`config.mk`:
```
export PLATFORM = sky130hd
export DESIGN_NAME = planar_odometry_integrator_core
export DESIGN_NICKNAME = d
export VERILOG_FILES = /design/src/hdl/poi_pkg.sv /design/src/hdl/planar_odometry_integrator_core.sv
export SDC_FILE = /design/constraint.sdc
export NUM_CORES = 2
export LEC_CHECK = 0
export BUFFER_PORTS_ARGS = -buffer_cell sky130_fd_sc_hd__buf_4
export CELL_PAD_IN_SITES_DETAIL_PLACEMENT = 1
export CELL_PAD_IN_SITES_GLOBAL_PLACEMENT = 1
export CORE_AREA = 2 2 443 445
export DETAILED_ROUTE_END_ITERATION = 10
export DIE_AREA = 0 0 445 447
export GPL_ROUTABILITY_DRIVEN = 0
export PLACE_DENSITY_LB_ADDON = 0.08
export RECOVER_POWER = 100
export SETUP_SLACK_MARGIN = 0.4
export SLEW_MARGIN = 30
export SYNTH_ARGS = -nofsm -noshare
export SYNTH_HDL_FRONTEND = slang
export SYNTH_SLANG_ARGS = --single-unit
```
`constraint.sdc`:
```
create_clock -name clk -period 13.85 [get_ports clk]
set_input_delay 0.6925 -clock clk [delete_from_list [all_inputs] [get_ports clk]]
set_output_delay 0.6925 -clock clk [all_outputs]
set_load 0.03 [all_outputs]
```
`src/hdl/poi_pkg.sv`:
```
// shared types, constants and the arctangent table for the odometry integrator
// no dependencies
package poi_pkg;

	localparam int TrigIterationsDefault = 16;
	localparam int TrigIterationsMax = 24;
	localparam logic signed [33:0] CordicStart = 34'sd652032874;
	localparam logic signed [23:0] HeadingScale = 24'sd5734161;

	typedef enum logic [2:0] {
		ST_IDLE,
		ST_FOLD,
		ST_ROT,
		ST_FIN,
		ST_MUL,
		ST_DONE
	} state_t;

	function automatic logic [33:0] atan_entry(input logic [4:0] idx);
		logic [33:0] r;
		unique case (idx)
			5'd0:  r = 34'h020000000;
			5'd1:  r = 34'h012E4051E;
			5'd2:  r = 34'h009FB385B;
			5'd3:  r = 34'h0051111D4;
			5'd4:  r = 34'h0028B0D43;
			5'd5:  r = 34'h00145D7E1;
			5'd6:  r = 34'h000A2F61E;
			5'd7:  r = 34'h000517C55;
			5'd8:  r = 34'h00028BE53;
			5'd9:  r = 34'h000145F2F;
			5'd10: r = 34'h0000A2F98;
			5'd11: r = 34'h0000517CC;
			5'd12: r = 34'h000028BE6;
			5'd13: r = 34'h0000145F3;
			5'd14: r = 34'h00000A2FA;
			5'd15: r = 34'h00000517D;
			5'd16: r = 34'h0000028BE;
			5'd17: r = 34'h00000145F;
			5'd18: r = 34'h000000A30;
			5'd19: r = 34'h000000518;
			5'd20: r = 34'h00000028C;
			5'd21: r = 34'h000000146;
			5'd22: r = 34'h0000000A3;
			5'd23: r = 34'h000000051;
			default: r = 34'h000000000;
		endcase
		return r;
	endfunction

endpackage

```
`src/hdl/planar_odometry_integrator_core.sv`:
```
// planar dead-reckoning odometry integrator, top level
// depends on poi_pkg (arctangent table, state type, constants)
// a new input beat is taken only in the idle state, after the previous result has been
// handed to the output register, and is held off longer while a result waits; the shared
// cordic datapath and the single multiplier are each used in turn
// reset: arst_n low clears position, heading, sequencer and output valid flag at once
module planar_odometry_integrator_core #(
	parameter int TRIG_ITERATIONS = poi_pkg::TrigIterationsDefault
) (
	input  logic                clk,
	input  logic                arst_n,
	input  logic                in_valid,
	output logic                in_ready,
	input  logic signed [15:0]  velocity_x,
	input  logic signed [15:0]  velocity_y,
	input  logic signed [15:0]  turn_rate,
	input  logic        [19:0]  time_step,
	output logic                out_valid,
	input  logic                out_ready,
	output logic signed [47:0]  position_x,
	output logic signed [47:0]  position_y,
	output logic        [31:0]  heading_angle,
	output logic signed [15:0]  quat_z,
	output logic signed [15:0]  quat_w,
	output logic signed [15:0]  echo_velocity_x,
	output logic signed [15:0]  echo_velocity_y,
	output logic signed [15:0]  echo_turn_rate
);

	// rotation count, capped at the table length
	localparam int NumIter = (TRIG_ITERATIONS > poi_pkg::TrigIterationsMax) ?
		poi_pkg::TrigIterationsMax : TRIG_ITERATIONS;
	localparam logic [4:0] LastIter = 5'(NumIter - 1);
	localparam logic [3:0] LastMul = 4'd8;

	poi_pkg::state_t state_q, state_d;

	// architectural state
	logic signed [47:0] pos_x_q, pos_y_q;
	logic        [31:0] heading_q;

	// latched input beat
	logic signed [15:0] vx_q, vy_q, wz_q;
	logic        [19:0] dt_q;

	// cordic registers
	logic signed [33:0] cx_q, cy_q, cz_q;
	logic               flip_q;
	logic        [4:0]  iter_q;
	logic               pass_q; // 0: rotation angle, 1: half angle for quaternion

	// sine/cosine of the latest cordic pass
	logic signed [15:0] sin_q, cos_q;

	// multiply sequencer
	logic        [3:0]  mstep_q;
	logic signed [59:0] prod_q;
	logic signed [32:0] tmp_q;
	logic signed [32:0] ex_q, ey_q;

	// output register
	logic               out_valid_q;
	logic signed [47:0] res_px_q, res_py_q;
	logic        [31:0] res_hd_q;
	logic signed [15:0] res_qz_q, res_qw_q, res_vx_q, res_vy_q, res_wz_q;

	// fold of the start angle into [-pi/2, pi/2]
	logic        [31:0] fold_angle;
	logic signed [33:0] fold_z;
	logic               fold_flip;

	// one cordic micro-rotation
	logic signed [33:0] xs, ys, rot_x, rot_y, rot_z, atan_v;

	// final rounding to q1.15
	logic signed [33:0] fin_x, fin_y, rnd_x, rnd_y;
	logic signed [15:0] sat_x, sat_y;

	// shared multiplier
	logic signed [35:0] mul_a;
	logic signed [23:0] mul_b;
	logic signed [59:0] mul_p;

	// position and heading update from the product register
	logic signed [59:0] rnd_pos, rnd_hd;
	logic signed [48:0] pos_sum;
	logic signed [47:0] pos_base, pos_new;
	logic        [31:0] heading_new;

	logic in_fire, out_fire;

	assign in_ready  = (state_q == poi_pkg::ST_IDLE);
	assign in_fire   = in_valid && in_ready;
	assign out_fire  = out_valid_q && out_ready;
	assign out_valid = out_valid_q;

	always_comb begin
		fold_angle = pass_q ? heading_q : {heading_q[30:0], 1'b0};
		fold_z     = 34'(signed'(fold_angle));
		fold_flip  = 1'b0;
		if (fold_z > 34'sd1073741824) begin
			fold_z    = fold_z - 34'sd2147483648;
			fold_flip = 1'b1;
		end else if (fold_z < -34'sd1073741824) begin
			fold_z    = fold_z + 34'sd2147483648;
			fold_flip = 1'b1;
		end
	end

	always_comb begin
		xs     = cx_q >>> iter_q;
		ys     = cy_q >>> iter_q;
		atan_v = signed'(poi_pkg::atan_entry(iter_q));
		if (!cz_q[33]) begin
			rot_x = cx_q - ys;
			rot_y = cy_q + xs;
			rot_z = cz_q - atan_v;
		end else begin
			rot_x = cx_q + ys;
			rot_y = cy_q - xs;
			rot_z = cz_q + atan_v;
		end
	end

	always_comb begin
		fin_x = flip_q ? -cx_q : cx_q;
		fin_y = flip_q ? -cy_q : cy_q;
		rnd_x = (fin_x + 34'sd16384) >>> 15;
		rnd_y = (fin_y + 34'sd16384) >>> 15;
		if (rnd_x > 34'sd32767)       sat_x = 16'sh7FFF;
		else if (rnd_x < -34'sd32768) sat_x = 16'sh8000;
		else                          sat_x = rnd_x[15:0];
		if (rnd_y > 34'sd32767)       sat_y = 16'sh7FFF;
		else if (rnd_y < -34'sd32768) sat_y = 16'sh8000;
		else                          sat_y = rnd_y[15:0];
	end

	// operand select for each multiply step
	always_comb begin
		mul_a = 36'sd0;
		mul_b = 24'sd0;
		unique case (mstep_q)
			4'd0: begin mul_a = 36'(vx_q); mul_b = 24'(cos_q); end
			4'd1: begin mul_a = 36'(vy_q); mul_b = 24'(sin_q); end
			4'd2: begin mul_a = 36'(vx_q); mul_b = 24'(sin_q); end
			4'd3: begin mul_a = 36'(vy_q); mul_b = 24'(cos_q); end
			4'd4: begin mul_a = 36'(ex_q); mul_b = 24'(signed'({1'b0, dt_q})); end
			4'd5: begin mul_a = 36'(ey_q); mul_b = 24'(signed'({1'b0, dt_q})); end
			4'd6: begin mul_a = 36'(wz_q); mul_b = 24'(signed'({1'b0, dt_q})); end
			4'd7: begin mul_a = prod_q[35:0]; mul_b = poi_pkg::HeadingScale; end
			default: begin mul_a = 36'sd0; mul_b = 24'sd0; end
		endcase
		mul_p = 60'(mul_a) * 60'(mul_b);
	end

	// steps 5 and 6 land the x and y position terms, step 8 the heading term
	always_comb begin
		rnd_pos  = prod_q + 60'sd16384;
		pos_base = (mstep_q == 4'd5) ? pos_x_q : pos_y_q;
		pos_sum  = 49'(pos_base) + 49'(signed'(rnd_pos[59:15]));
		if (pos_sum[48] != pos_sum[47])
			pos_new = pos_sum[48] ? {1'b1, 47'd0} : {1'b0, {47{1'b1}}};
		else
			pos_new = pos_sum[47:0];
		rnd_hd      = prod_q + 60'sd8388608;
		heading_new = heading_q + rnd_hd[55:24];
	end

	always_ff @(posedge clk or negedge arst_n) begin
		if (!arst_n)
			state_q <= poi_pkg::ST_IDLE;
		else
			state_q <= state_d;
	end

	always_comb begin
		state_d = state_q;
		unique case (state_q)
			poi_pkg::ST_IDLE: if (in_fire) state_d = poi_pkg::ST_FOLD;
			poi_pkg::ST_FOLD: state_d = poi_pkg::ST_ROT;
			poi_pkg::ST_ROT:  if (iter_q == LastIter) state_d = poi_pkg::ST_FIN;
			poi_pkg::ST_FIN:  state_d = pass_q ? poi_pkg::ST_DONE : poi_pkg::ST_MUL;
			poi_pkg::ST_MUL:  if (mstep_q == LastMul) state_d = poi_pkg::ST_FOLD;
			poi_pkg::ST_DONE: if (!out_valid_q || out_ready) state_d = poi_pkg::ST_IDLE;
			default:          state_d = poi_pkg::ST_IDLE;
		endcase
	end

	// control and architectural state
	always_ff @(posedge clk or negedge arst_n) begin
		if (!arst_n) begin
			pos_x_q     <= '0;
			pos_y_q     <= '0;
			heading_q   <= '0;
			pass_q      <= 1'b0;
			iter_q      <= '0;
			mstep_q     <= '0;
			out_valid_q <= 1'b0;
		end else begin
			if (out_fire) out_valid_q <= 1'b0;
			unique case (state_q)
				poi_pkg::ST_IDLE: begin
					pass_q <= 1'b0;
				end
				poi_pkg::ST_FOLD: begin
					iter_q <= '0;
				end
				poi_pkg::ST_ROT: begin
					iter_q <= iter_q + 5'd1;
				end
				poi_pkg::ST_FIN: begin
					mstep_q <= '0;
				end
				poi_pkg::ST_MUL: begin
					mstep_q <= mstep_q + 4'd1;
					if (mstep_q == 4'd5) pos_x_q <= pos_new;
					if (mstep_q == 4'd6) pos_y_q <= pos_new;
					if (mstep_q == LastMul) begin
						heading_q <= heading_new;
						pass_q    <= 1'b1;
					end
				end
				poi_pkg::ST_DONE: begin
					if (!out_valid_q || out_ready) out_valid_q <= 1'b1;
				end
				default: ;
			endcase
		end
	end

	// datapath registers
	always_ff @(posedge clk) begin
		if (in_fire) begin
			vx_q <= velocity_x;
			vy_q <= velocity_y;
			wz_q <= turn_rate;
			dt_q <= time_step;
		end
		unique case (state_q)
			poi_pkg::ST_FOLD: begin
				cx_q   <= poi_pkg::CordicStart;
				cy_q   <= '0;
				cz_q   <= fold_z;
				flip_q <= fold_flip;
			end
			poi_pkg::ST_ROT: begin
				cx_q <= rot_x;
				cy_q <= rot_y;
				cz_q <= rot_z;
			end
			poi_pkg::ST_FIN: begin
				// second pass holds the quaternion until the result register is free
				sin_q <= sat_y;
				cos_q <= sat_x;
			end
			poi_pkg::ST_MUL: begin
				prod_q <= mul_p;
				if (mstep_q == 4'd1 || mstep_q == 4'd3) tmp_q <= 33'(prod_q);
				if (mstep_q == 4'd2) ex_q <= tmp_q - 33'(prod_q);
				if (mstep_q == 4'd4) ey_q <= tmp_q + 33'(prod_q);
			end
			poi_pkg::ST_DONE: begin
				if (!out_valid_q || out_ready) begin
					res_px_q <= pos_x_q;
					res_py_q <= pos_y_q;
					res_hd_q <= heading_q;
					res_qz_q <= sin_q;
					res_qw_q <= cos_q;
					res_vx_q <= vx_q;
					res_vy_q <= vy_q;
					res_wz_q <= wz_q;
				end
			end
			default: ;
		endcase
	end

	assign position_x      = res_px_q;
	assign position_y      = res_py_q;
	assign heading_angle   = res_hd_q;
	assign quat_z          = res_qz_q;
	assign quat_w          = res_qw_q;
	assign echo_velocity_x = res_vx_q;
	assign echo_velocity_y = res_vy_q;
	assign echo_turn_rate  = res_wz_q;

endmodule
```
==> metrics <==
hold slack 0.134 ns; min-delay worst type in -> reg; n_diodes 0; DR vias/cell 5.62; area added between synthesis and finish 9.02%; final setup TNS 0 ns; Row Count 162; total grt overflow 0; syn_nets 9,611; Worst setup EP type register; postcts setup bufs 0; RSZ-0062 raised after global routing false; Crit path required time 14.33 ns; routed len/inst 25.7 um; violated checks max-capacitance violations, max-slew violations; I/O Buffers 281; Clock Root Buffer clkbuf_16; post-CTS sizing 0; die area 199,000 sq um; Post-Route WL 281 mm; # hold bufs at CTS 1; Post-synth top cells inv_1, nand2_1, fa_1; Layout Cells excl Fill 10,928; count of different cell masters after synthesis 99; fillcell total 22,145; Critical Path Max Stage Delay 1.30 ns; Via Count 61,397; Num CTS Buffers 92; worst path arrival time 12.22 ns; Seq/Total Area, Yosys 0.268; post-route cell area 84,200 sq um; clock-pin slew on the worst setup and hold paths 0.07 ns; H-tree Lvls 3; EDFF count, synth 570; initial core utilization 0.398; core area 194,000 sq um; initial antenna violation count 3; Main synth FF type edfxtp_1; outcome finished with violations; cells after synthesis 8,243; min cycle time layout 11.73 ns; Final ANT Viol Nets 0; vias in the first global route 65,409; placed inst area 81,900 sq um; fin nets 9,674; placed cell count 10,752; final setup fails 0; Post-Syn Area 77,200 sq um; DRC 0; Final Slew Violations 993; critical path class reg -> reg; first-pass GRT wire length 422 mm; Detailed Route Iter0 Violations 4,075; Overall Global Routing Usage 0.282; fin crit share 0.847; Critical Path Fanout Max 52; Slew HR -2.77; io pins 282; Yosys warning total 0; CP max stage cell clkbuf_1; DR pass1 iterations 6; die height 447 um; CP startpoint kind register; CTS tree done; fmax 85.2 MHz; largest net degree at the start of global routing 122; top post-synthesis cells by area fa_1, edfxtp_1, ha_1, inv_1, nand2_1; Synth area leader fa_1; Worst-Margin Slew 5.66 ns; Mean Syn Cell Area 9.36 sq um; Post-synth ARST share 0.199; # Max-Cap Violations 22; Clock Skews 0.0643 ns; CTS max path bufs 3; CP most frequent cell fa_1; final hold violation count 0; Synth Register Bits 712; top-area cell type share of the netlist area 0.224; CTS Sinks 712; Skew-Pair Late Insertion Delay 0.76 ns; layout cells sized above 1 0.0644; die width 445 um; hpwl dp 218 mm
-- kinds of logic (layout without fill, tap and decap cells) --
family | after synthesis | after routing | synth area share
flops | 712 | 712 | 0.268
compound gates | 1437 | 1437 | 0.119
fa+ha+maj | 1297 | 1297 | 0.294
mux | 204 | 204 | 0.0413
simple gates | 2467 | 2467 | 0.139
buf+inv | 1611 | 1754 | 0.0799
xor+xnor | 515 | 515 | 0.0584
-- layout make-up --
| cell class | count | area [sq um] | share of cell area |
|---|---|---|---|
| clock inverters | 61 | 694 | 0.00825 |
| multi-input cells | 5920 | 50500 | 0.601 |
| inverters | 1178 | 4420 | 0.0526 |
| repair buffers | 402 | 2190 | 0.0260 |
| clock buffers | 113 | 2450 | 0.0291 |
| flip-flops and latches | 712 | 20700 | 0.246 |
| well taps | 2542 | 3180 | 0.0378 |
-- per-stage QoR --
stage,utilization,setup slack (ns)
after floorplan,-,3.68
after global placement,0.421,3.31
after detailed placement,0.422,3.26
after CTS,0.438,3.26
after global routing,0.433,1.47
final,0.433,2.12
-- cells in the final DEF (no fill, tap or decap), drive strengths merged, types with 26 or more instances in the layout --
cell type / netlist / layout
o21a: 45 / 45
nand3: 86 / 86
nand4: 77 / 77
o22ai: 26 / 26
clkinv: 3 / 39
mux2i: 77 / 77
o31ai: 31 / 31
and3: 52 / 52
a22oi: 49 / 49
mux2: 40 / 40
clkbuf: 355 / 410
ha: 431 / 431
a21oi: 347 / 347
and4: 36 / 36
a21o: 159 / 159
a31oi: 73 / 73
or3: 42 / 42
nor3: 81 / 81
a22o: 33 / 33
xnor2: 336 / 336
edfxtp: 570 / 570
o211ai: 32 / 32
nor2: 695 / 695
o21bai: 58 / 58
buf: 78 / 103
inv: 1175 / 1181
o21ai: 375 / 375
nand2b: 57 / 57
nand2: 1171 / 1171
nor2b: 41 / 41
xor2: 179 / 179
nor4: 38 / 38
and2: 38 / 38
a211oi: 43 / 43
fa: 865 / 865
dfrtp: 142 / 142
mux4: 87 / 87
-- worst max-delay path, delay by kind of cell (launching register included) --
kind	cells	cell delay [ns]
buffers and inverters	7	1.82
AO/OA/AOI/OAI	8	2.22
XOR/XNOR	1	0.12
AND/OR/NAND/NOR	8	2.86
adder cells (fa/ha/maj)	8	3.93
flip-flops	1	0.43
-- layer usage --
metal  track usage  part of all wire
met4         0.109             0.044
met1         0.373              0.43
met5             0                 0
met2         0.472              0.47
met3        0.0345             0.050
-- path summary, 6_finish.rpt --
| path | startpoint | endpoint | slack [ns] | depth (start not counted) |
|---|---|---|---|---|
| max | mstep_q[2] | prod_q[56] | 2.12 | 32 |
| min | velocity_y[7] | vy_q[7] | 0.13 | 1 |
| max reg2reg | mstep_q[2] | prod_q[56] | 2.12 | 32 |
| min reg2reg | vy_q[10] | echo_velocity_y[10] | 0.46 | 0 |
| max in group asynchronous | arst_n | pos_x_q[19] | 7.67 | 3 |
| min in group asynchronous | arst_n | iter_q[1] | 1.63 | 2 |
-- state kept, by name, indices dropped and copies added, names as in the netlist, 20 cells and up --
name / flops
prod_q: 60
position_y: 48
dt_q: 20
ex_q: 33
tmp_q: 33
pos_x_q: 48
heading_q: 32
cy_q: 34
heading_angle: 32
position_x: 48
pos_y_q: 48
ey_q: 33
cz_q: 34
cx_q: 34
Power is left out: the tool's default activity adds up to more than one toggle a clock period on the data nets, which glitch-free logic cannot reach.
